`src/rcit_pkg.sv`:
```
package rcit_pkg;

    // Field widths of the channel words.
    localparam int KIND_W   = 1;
    localparam int ID_W     = 32;
    localparam int SLOT_W   = 6;
    localparam int STATUS_W = 3;
    localparam int COUNT_W  = 16;

    // Default table geometry.
    localparam int SLOTS_DEF      = 64;
    localparam int ID_BITS_DEF    = 32;
    localparam int COUNT_BITS_DEF = 16;

    localparam logic [KIND_W-1:0] KIND_ACQUIRE = 1'b0;
    localparam logic [KIND_W-1:0] KIND_RELEASE = 1'b1;

    typedef enum logic [STATUS_W-1:0] {
        ST_FOUND       = 3'd0,
        ST_INSERTED    = 3'd1,
        ST_FULL        = 3'd2,
        ST_SATURATED   = 3'd3,
        ST_RELEASED    = 3'd4,
        ST_FREED       = 3'd5,
        ST_BAD_RELEASE = 3'd6
    } status_t;

endpackage

```
`src/rcit_req_if.sv`:
```
interface rcit_req_if;
    import rcit_pkg::*;

    logic                valid;
    logic                ready;
    logic [KIND_W-1:0]   kind;
    logic [ID_W-1:0]     user_id;
    logic [SLOT_W-1:0]   slot_in;

    modport source (output valid, output kind, output user_id, output slot_in, input ready);
    modport sink   (input valid, input kind, input user_id, input slot_in, output ready);

endinterface

```
`src/rcit_rsp_if.sv`:
```
interface rcit_rsp_if;
    import rcit_pkg::*;

    logic                valid;
    logic                ready;
    status_t             status;
    logic [SLOT_W-1:0]   slot_out;
    logic [COUNT_W-1:0]  count_out;

    modport source (output valid, output status, output slot_out, output count_out, input ready);
    modport sink   (input valid, input status, input slot_out, input count_out, output ready);

endinterface

```
`src/rcit_store.sv`:
```
module rcit_store #(
    parameter int DEPTH = rcit_pkg::SLOTS_DEF,
    parameter int WIDTH = rcit_pkg::ID_BITS_DEF + rcit_pkg::COUNT_BITS_DEF
) (
    input  logic                                    clk,
    input  logic                                    we,
    input  logic [((DEPTH > 1) ? $clog2(DEPTH) : 1)-1:0] waddr,
    input  logic [WIDTH-1:0]                        wdata,
    input  logic [((DEPTH > 1) ? $clog2(DEPTH) : 1)-1:0] raddr,
    output logic [WIDTH-1:0]                        rdata
);

    logic [WIDTH-1:0] mem [DEPTH];

    always_ff @(posedge clk)
    begin
        if (we)
        begin
            mem[waddr] <= wdata;
        end
    end

    always_ff @(posedge clk)
    begin
        rdata <= mem[raddr];
    end

endmodule

```
`src/refcounted_id_table.sv`:
```
// Channel  Direction  Word
// req      in         kind, user_id, slot_in
// rsp      out        status, slot_out, count_out
//
// An acquire walks the entries in slot order through the single read port
// of the entry memory and one ID comparator, stopping at the first match.
// A release reads and checks the named slot, then updates it if in use.
// After reset a clearing pass rewrites every entry; req is not ready
// during it. The result sits in an output register, so while rsp stalls,
// at most the following item runs and then waits in S_EMIT.
module refcounted_id_table #(
    parameter int SLOTS      = rcit_pkg::SLOTS_DEF,
    parameter int ID_BITS    = rcit_pkg::ID_BITS_DEF,
    parameter int COUNT_BITS = rcit_pkg::COUNT_BITS_DEF
) (
    input  logic         clk,
    input  logic         rst_n,
    rcit_req_if.sink     req,
    rcit_rsp_if.source   rsp
);
    import rcit_pkg::*;

    localparam int AW = (SLOTS > 1) ? $clog2(SLOTS) : 1;
    localparam int EW = ID_BITS + COUNT_BITS;
    localparam int RW = ((AW > SLOT_W) ? AW : SLOT_W) + 1;
    localparam logic [AW-1:0]         LAST    = AW'(SLOTS - 1);
    localparam logic [COUNT_BITS-1:0] CNT_MAX = {COUNT_BITS{1'b1}};
    localparam logic [COUNT_BITS-1:0] CNT_ONE = COUNT_BITS'(1);

    typedef enum logic [5:0] {
        S_CLEAR = 6'b000001,
        S_IDLE  = 6'b000010,
        S_SCAN  = 6'b000100,
        S_RLOOK = 6'b001000,
        S_RCHK  = 6'b010000,
        S_EMIT  = 6'b100000
    } state_t;

    state_t                 state_reg, state_next;
    logic [AW-1:0]          scan_reg, scan_next;
    logic                   chk_vld_reg, chk_vld_next;
    logic                   have_free_reg, have_free_next;
    logic                   out_valid_reg, out_valid_next;

    logic [AW-1:0]          chk_reg, chk_next;
    logic [AW-1:0]          free_reg, free_next;
    logic [ID_BITS-1:0]     id_reg, id_next;
    logic [SLOT_W-1:0]      slot_reg, slot_next;
    status_t                res_status_reg, res_status_next;
    logic [SLOT_W-1:0]      res_slot_reg, res_slot_next;
    logic [COUNT_W-1:0]     res_count_reg, res_count_next;
    status_t                out_status_reg, out_status_next;
    logic [SLOT_W-1:0]      out_slot_reg, out_slot_next;
    logic [COUNT_W-1:0]     out_count_reg, out_count_next;

    logic                   mem_we;
    logic [AW-1:0]          mem_waddr;
    logic [EW-1:0]          mem_wdata;
    logic [AW-1:0]          mem_raddr;
    logic [EW-1:0]          mem_rdata;

    logic [ID_BITS-1:0]     rd_id;
    logic [COUNT_BITS-1:0]  rd_cnt;
    logic [COUNT_BITS-1:0]  cnt_inc;
    logic [COUNT_BITS-1:0]  cnt_dec;
    logic                   hit;
    logic                   in_range;
    logic                   accept;
    logic [AW-1:0]          ins_slot;

    rcit_store #(
        .DEPTH (SLOTS),
        .WIDTH (EW)
    ) u_store (
        .clk   (clk),
        .we    (mem_we),
        .waddr (mem_waddr),
        .wdata (mem_wdata),
        .raddr (mem_raddr),
        .rdata (mem_rdata)
    );

    assign rd_id    = mem_rdata[EW-1:COUNT_BITS];
    assign rd_cnt   = mem_rdata[COUNT_BITS-1:0];
    assign cnt_inc  = rd_cnt + CNT_ONE;
    assign cnt_dec  = rd_cnt - CNT_ONE;
    // An entry is in use exactly while its count is nonzero.
    assign hit      = (rd_cnt != '0) && (rd_id == id_reg);
    assign in_range = RW'(slot_reg) < RW'(SLOTS);
    assign ins_slot = have_free_reg ? free_reg : chk_reg;

    assign req.ready = (state_reg == S_IDLE);
    assign accept    = req.valid && req.ready;

    assign rsp.valid     = out_valid_reg;
    assign rsp.status    = out_status_reg;
    assign rsp.slot_out  = out_slot_reg;
    assign rsp.count_out = out_count_reg;

    always_comb
    begin
        state_next      = state_reg;
        scan_next       = scan_reg;
        chk_vld_next    = chk_vld_reg;
        have_free_next  = have_free_reg;
        out_valid_next  = out_valid_reg;
        chk_next        = chk_reg;
        free_next       = free_reg;
        id_next         = id_reg;
        slot_next       = slot_reg;
        res_status_next = res_status_reg;
        res_slot_next   = res_slot_reg;
        res_count_next  = res_count_reg;
        out_status_next = out_status_reg;
        out_slot_next   = out_slot_reg;
        out_count_next  = out_count_reg;
        mem_we          = 1'b0;
        mem_waddr       = scan_reg;
        mem_wdata       = '0;
        mem_raddr       = scan_reg;

        if (out_valid_reg && rsp.ready)
        begin
            out_valid_next = 1'b0;
        end

        case (state_reg)
            S_CLEAR:
            begin
                mem_we    = 1'b1;
                mem_waddr = scan_reg;
                mem_wdata = (scan_reg == '0) ? {{ID_BITS{1'b0}}, CNT_ONE} : '0;
                scan_next = scan_reg + 1'b1;
                if (scan_reg == LAST)
                begin
                    state_next = S_IDLE;
                end
            end

            S_IDLE:
            begin
                if (accept)
                begin
                    id_next        = req.user_id[ID_BITS-1:0];
                    slot_next      = req.slot_in;
                    scan_next      = '0;
                    chk_vld_next   = 1'b0;
                    have_free_next = 1'b0;
                    state_next     = (req.kind == KIND_RELEASE) ? S_RLOOK : S_SCAN;
                end
            end

            S_SCAN:
            begin
                // Read of scan_reg is issued now; chk_reg's data is on the port.
                mem_raddr    = scan_reg;
                scan_next    = scan_reg + 1'b1;
                chk_next     = scan_reg;
                chk_vld_next = 1'b1;
                if (chk_vld_reg)
                begin
                    if (hit)
                    begin
                        res_slot_next = SLOT_W'(chk_reg);
                        if (rd_cnt == CNT_MAX)
                        begin
                            res_status_next = ST_SATURATED;
                            res_count_next  = COUNT_W'(rd_cnt);
                        end
                        else
                        begin
                            mem_we          = 1'b1;
                            mem_waddr       = chk_reg;
                            mem_wdata       = {rd_id, cnt_inc};
                            res_status_next = ST_FOUND;
                            res_count_next  = COUNT_W'(cnt_inc);
                        end
                        state_next = S_EMIT;
                    end
                    else if (chk_reg == LAST)
                    begin
                        if (have_free_reg || (rd_cnt == '0))
                        begin
                            mem_we          = 1'b1;
                            mem_waddr       = ins_slot;
                            mem_wdata       = {id_reg, CNT_ONE};
                            res_status_next = ST_INSERTED;
                            res_slot_next   = SLOT_W'(ins_slot);
                            res_count_next  = COUNT_W'(CNT_ONE);
                        end
                        else
                        begin
                            res_status_next = ST_FULL;
                            res_slot_next   = '0;
                            res_count_next  = '0;
                        end
                        state_next = S_EMIT;
                    end
                    else if ((rd_cnt == '0) && !have_free_reg)
                    begin
                        have_free_next = 1'b1;
                        free_next      = chk_reg;
                    end
                end
            end

            S_RLOOK:
            begin
                mem_raddr  = AW'(slot_reg);
                state_next = S_RCHK;
            end

            S_RCHK:
            begin
                res_slot_next = slot_reg;
                if (!in_range || (rd_cnt == '0))
                begin
                    res_status_next = ST_BAD_RELEASE;
                    res_count_next  = '0;
                end
                else
                begin
                    mem_we    = 1'b1;
                    mem_waddr = AW'(slot_reg);
                    mem_wdata = {rd_id, cnt_dec};
                    if (cnt_dec == '0)
                    begin
                        res_status_next = ST_FREED;
                        res_count_next  = '0;
                    end
                    else
                    begin
                        res_status_next = ST_RELEASED;
                        res_count_next  = COUNT_W'(cnt_dec);
                    end
                end
                state_next = S_EMIT;
            end

            S_EMIT:
            begin
                if (!out_valid_reg || rsp.ready)
                begin
                    out_valid_next  = 1'b1;
                    out_status_next = res_status_reg;
                    out_slot_next   = res_slot_reg;
                    out_count_next  = res_count_reg;
                    state_next      = S_IDLE;
                end
            end

            default:
            begin
                state_next = S_CLEAR;
                scan_next  = '0;
            end
        endcase
    end

    always_ff @(posedge clk or negedge rst_n)
    begin
        if (!rst_n)
        begin
            state_reg     <= S_CLEAR;
            scan_reg      <= '0;
            chk_vld_reg   <= 1'b0;
            have_free_reg <= 1'b0;
            out_valid_reg <= 1'b0;
        end
        else
        begin
            state_reg     <= state_next;
            scan_reg      <= scan_next;
            chk_vld_reg   <= chk_vld_next;
            have_free_reg <= have_free_next;
            out_valid_reg <= out_valid_next;
        end
    end

    always_ff @(posedge clk)
    begin
        chk_reg        <= chk_next;
        free_reg       <= free_next;
        id_reg         <= id_next;
        slot_reg       <= slot_next;
        res_status_reg <= res_status_next;
        res_slot_reg   <= res_slot_next;
        res_count_reg  <= res_count_next;
        out_status_reg <= out_status_next;
        out_slot_reg   <= out_slot_next;
        out_count_reg  <= out_count_next;
    end

`ifndef SYNTH
    // A new result word only appears after the emit step of the sequencer.
    a_rise_from_emit: assert property (@(posedge clk) disable iff (!rst_n)
        $rose(out_valid_reg) |-> $past(state_reg) == S_EMIT)
        else $error("result word appeared outside the emit step");

    // The entry memory is written only by the clearing pass, a scan or a release.
    a_write_states: assert property (@(posedge clk) disable iff (!rst_n)
        mem_we |-> (state_reg == S_CLEAR || state_reg == S_SCAN || state_reg == S_RCHK))
        else $error("entry memory written in an unexpected state");

    // An inserted slot always starts at one; freed, full and bad results carry zero.
    a_result_counts: assert property (@(posedge clk) disable iff (!rst_n)
        rsp.valid |->
            (rsp.status != ST_INSERTED || rsp.count_out == COUNT_W'(1)) &&
            ((rsp.status != ST_FREED && rsp.status != ST_FULL &&
              rsp.status != ST_BAD_RELEASE) || rsp.count_out == '0))
        else $error("result count does not fit its status");
`endif

endmodule

```
`src/flat_wrapper.sv`:
```
// flat-port wrapper written by rule: the top's interface ports become plain ports
module refcounted_id_table_flat import rcit_pkg::*;
#(
    parameter int SLOTS      = rcit_pkg::SLOTS_DEF,
    parameter int ID_BITS    = rcit_pkg::ID_BITS_DEF,
    parameter int COUNT_BITS = rcit_pkg::COUNT_BITS_DEF
)
  (clk, rst_n, req_valid, req_kind, req_user_id, req_slot_in, req_ready, rsp_valid, rsp_status, rsp_slot_out, rsp_count_out, rsp_ready);
  rcit_req_if req_i ();
  rcit_rsp_if rsp_i ();
  input  logic clk;
  input  logic rst_n;
  input wire logic [$bits(req_i.valid)-1:0] req_valid;
  input wire logic [$bits(req_i.kind)-1:0] req_kind;
  input wire logic [$bits(req_i.user_id)-1:0] req_user_id;
  input wire logic [$bits(req_i.slot_in)-1:0] req_slot_in;
  output wire logic [$bits(req_i.ready)-1:0] req_ready;
  output wire logic [$bits(rsp_i.valid)-1:0] rsp_valid;
  output wire logic [$bits(rsp_i.status)-1:0] rsp_status;
  output wire logic [$bits(rsp_i.slot_out)-1:0] rsp_slot_out;
  output wire logic [$bits(rsp_i.count_out)-1:0] rsp_count_out;
  input wire logic [$bits(rsp_i.ready)-1:0] rsp_ready;
  assign req_i.valid = req_valid;
  assign req_i.kind = req_kind;
  assign req_i.user_id = req_user_id;
  assign req_i.slot_in = req_slot_in;
  assign req_ready = req_i.ready;
  assign rsp_valid = rsp_i.valid;
  assign rsp_status = rsp_i.status;
  assign rsp_slot_out = rsp_i.slot_out;
  assign rsp_count_out = rsp_i.count_out;
  assign rsp_i.ready = rsp_ready;
  refcounted_id_table #(.SLOTS(SLOTS), .ID_BITS(ID_BITS), .COUNT_BITS(COUNT_BITS)) u_core (.clk(clk), .rst_n(rst_n), .req(req_i), .rsp(rsp_i));
endmodule
```
`config.mk`:
```
export PLATFORM = sky130hd
export DESIGN_NAME = refcounted_id_table_flat
export DESIGN_NICKNAME = d
export VERILOG_FILES = /design/src/rcit_pkg.sv /design/src/rcit_req_if.sv /design/src/rcit_rsp_if.sv /design/src/rcit_store.sv /design/src/refcounted_id_table.sv /design/src/flat_wrapper.sv
export SDC_FILE = /design/constraint.sdc
export NUM_CORES = 2
export LEC_CHECK = 0
export ABC_AREA = 1
export BUFFER_PORTS_ARGS = -buffer_cell sky130_fd_sc_hd__buf_2
export CAP_MARGIN = 15
export CELL_PAD_IN_SITES_DETAIL_PLACEMENT = 1
export CELL_PAD_IN_SITES_GLOBAL_PLACEMENT = 2
export CORE_MARGIN = 2
export CORE_UTILIZATION = 45
export DETAILED_ROUTE_END_ITERATION = 10
export PLACE_DENSITY_LB_ADDON = 0.15
export SETUP_SLACK_MARGIN = 0.4
export SLEW_MARGIN = 10
export SYNTH_ARGS = -nofsm -noshare
export SYNTH_HDL_FRONTEND = slang
export SYNTH_SLANG_ARGS = --single-unit
export TNS_END_PERCENT = 100
```
`constraint.sdc`:
```
create_clock -name clk -period 6.63 [get_ports clk]
set_input_delay 0.9945 -clock clk [delete_from_list [all_inputs] [get_ports clk]]
set_output_delay 0.9945 -clock clk [all_outputs]
set_load 0.005 [all_outputs]
```
==> results.txt <==
Worst min path class: input port to flop
Slew Limit Headroom: 21.8%
Register area share after synthesis: 74.3%
DRT antenna net count: 0
Most frequent cells in the layout: 3,172 x edfxtp_1, 1,585 x nand2_1, 1,512 x o21ai_0
Root Buffer: clkbuf_16
GRT Total Usage: 28.3%
Slew @ Worst Pin: 1.17 ns
Post-layout min period: 5.07 ns
Final wirelength: 422,000 um
Hold buffer count at CTS: 1
Die width: 542 um
Via count: 85,700
Num rows: 197
Syn. warnings: 0
Fmax: 197 MHz
CTS sink count: 3,235
Core area: 288,000 um2
Worst Path Required: 7.21 ns
Synth async-reset ratio: 0.464%
Layout fillers: 28,600
P per Cell Area: 279 nW/um2
Maximum VDD drop: 0.000216 V
H-tree levels: 5
Slew Limit Fails: 0
Setup Fix Bufs, Post-CTS: 0
DRT Pass-1 Iters: 5
Critical Path Fanout Max: 25
Critical path data arrival time: 5.65 ns
Setup_tns: 0 ns
Outcome: completed
Die Span Y: 542 um
Critical path capture point type: flop
Initial antenna violation count: 33
Initial core utilization: 45.2%
CP Launch Type: flop
Area growth, synth to finish: 13.2%
Largest net degree at the start of global routing: 150
Wire length per cell: 29.6 um
Final Hold Violating Endpoints: 0
Number of distinct library cells after synthesis: 55
Clk Latency, worst-skew pair: 0.94 ns
HPWL after DPL: 237,000 um
RSZ-0062 raised after global routing: false
Cells after DPL: 13,600
Post-synth net total: 10,200
Worst Path Class, Setup: flop to flop
Fin nets: 10,200
Post-DR vias/cell: 6.02
Most common cell after layout, fill and taps aside: edfxtp_1
Layout cells sized above 1: 9.58%
Gr ovfl total: 0
GPL Wtd Cong: 0.850
Setup Skew: 0.0348 ns
Max FFs per register: 3,072
Full die area: 293,000 um2
Post-cts gate resize count: 0
Worst Hold Slack: 0.262 ns
Reg2Reg Setup Slack: 1.56 ns
DR DRC count: 0
LEAKAGE: 42.4 nW
CTS tree: built
Number of global-route vias before repair: 88,400
I/O Buffers: 69
Non-Filler Instances: 14,200
CTS clock-pin slew for the worst setup and hold paths: 0.06 ns
Maximum root-to-sink buffer count: 4
Drt first-iter violations: 9,280
EDFF count, synth: 3,172
Post-Synthesis Cells: 10,200
Max capacitance violation total: 0
Mean post-synth cell area: 12.8 um2
CTS buffer count: 351
Yosys reg bits: 3,235
Synth Flop Type: edfxtp_1
# IOs: 70
Pre-CTS WS: 1.57 ns
Fin crit share: 76.5%
First-pass GRT wire length: 616,000 um
Final number of setup-violating endpoints: 0
Fin worst setup slack: 1.56 ns
Mapped Area: 130,000 um2
## report_power, final
group          internal, mW  total (mW)          switching, mW
registers              22.1        22.1  0.0000000000000000123
logic               0.00937      0.0288                 0.0194
clock network          10.8        19.0                   8.20
## cells by family after synthesis
family                   Yosys count  share of synthesized area (%)
AND/OR/NAND/NOR                 3338                           10.7
flip-flops                      3235                           74.3
AO/OA/AOI/OAI                   2613                           11.7
buffers and inverters            920                           2.95
XOR/XNOR                          37                          0.249
adder cells (fa/ha/maj)            6                         0.0577
multiplexers                       2                         0.0154
## routing by layer
metal  wire (um)  track usage (%)  share of wire (%)
met2      198000             45.6                 47
met5          72                0              0.017
met3       27600             3.80                6.5
met4       11100             7.76                2.6
met1      185000             40.5                 44
## through the flow
stage / util, % / total power [mW] / cell area, um2
floorplan: - / 22.5 / 130000
global placement: 47.3 / 22.6 / 136000
detailed placement: 47.3 / 22.6 / 136000
CTS: 51.1 / 41.4 / 147000
global route: 51.1 / 42.1 / 147000
finish: 51.1 / 41.1 / 147000
## area by class of cell
cell class	instances	area, um2	area share [%]
diodes	5	12.5	0.00850
clock buffers	443	9260	6.29
clock inverters	197	1680	1.14
inverters	233	905	0.614
multi-input cells	5996	30800	20.9
flip-flops and latches	3235	96600	65.6
well taps	3781	4730	3.21
repair buffers	338	3280	2.23
## critical path, stage by stage, from the launching register on
cell     delay, ns
dfxtp_1       0.48
inv_1         0.18
ha_1          0.27
nand3_2       0.14
nor2_1        0.08
nand2_1       0.08
nand2_1       0.06
nor2_2        0.19
nand3_4       0.26
nand2_1       0.16
nand2_1       0.06
nand2_1       0.06
nand2_1       0.09
a21oi_2       0.46
nand3_1       0.74
nor2_4        0.92
buf_4         0.46
## cell usage after synthesis, types with 14 or more instances
cell	count	area share [%]
edfxtp_1	3172	73
nand2_1	1588	4.6
o21ai_0	1534	5.9
nand3_1	855	3.3
nor2_1	804	2.3
o21bai_1	528	3.0
clkbuf_1	379	1.1
o22ai_1	257	1.2
buf_2	240	0.92
inv_1	218	0.63
o211ai_1	195	1.1
o21ai_1	66	0.25
buf_1	48	0.14
dfxtp_1	48	0.74
xnor2_1	20	0.13
nand4_1	17	0.082
xor2_1	17	0.11
a21oi_1	14	0.054
dfrtp_1	14	0.27
nor3_1	14	0.054
## final timing paths
path | start | to | cells past startpoint
hold reg to reg | u_core.res_count_reg[8] | u_core.rsp.count_out[8] | 0
hold / removal | req_slot_in[3] | u_core.slot_reg[3] | 1
min in group asynchronous | rst_n | u_core.chk_vld_reg | 2
setup / recovery | u_core.u_store.rdata[0] | u_core.u_store.mem[13][41] | 16
setup reg to reg | u_core.u_store.rdata[0] | u_core.u_store.mem[13][41] | 16
max in group asynchronous | rst_n | u_core.state_reg[0] | 2
Power figures use the tool's default switching activity.
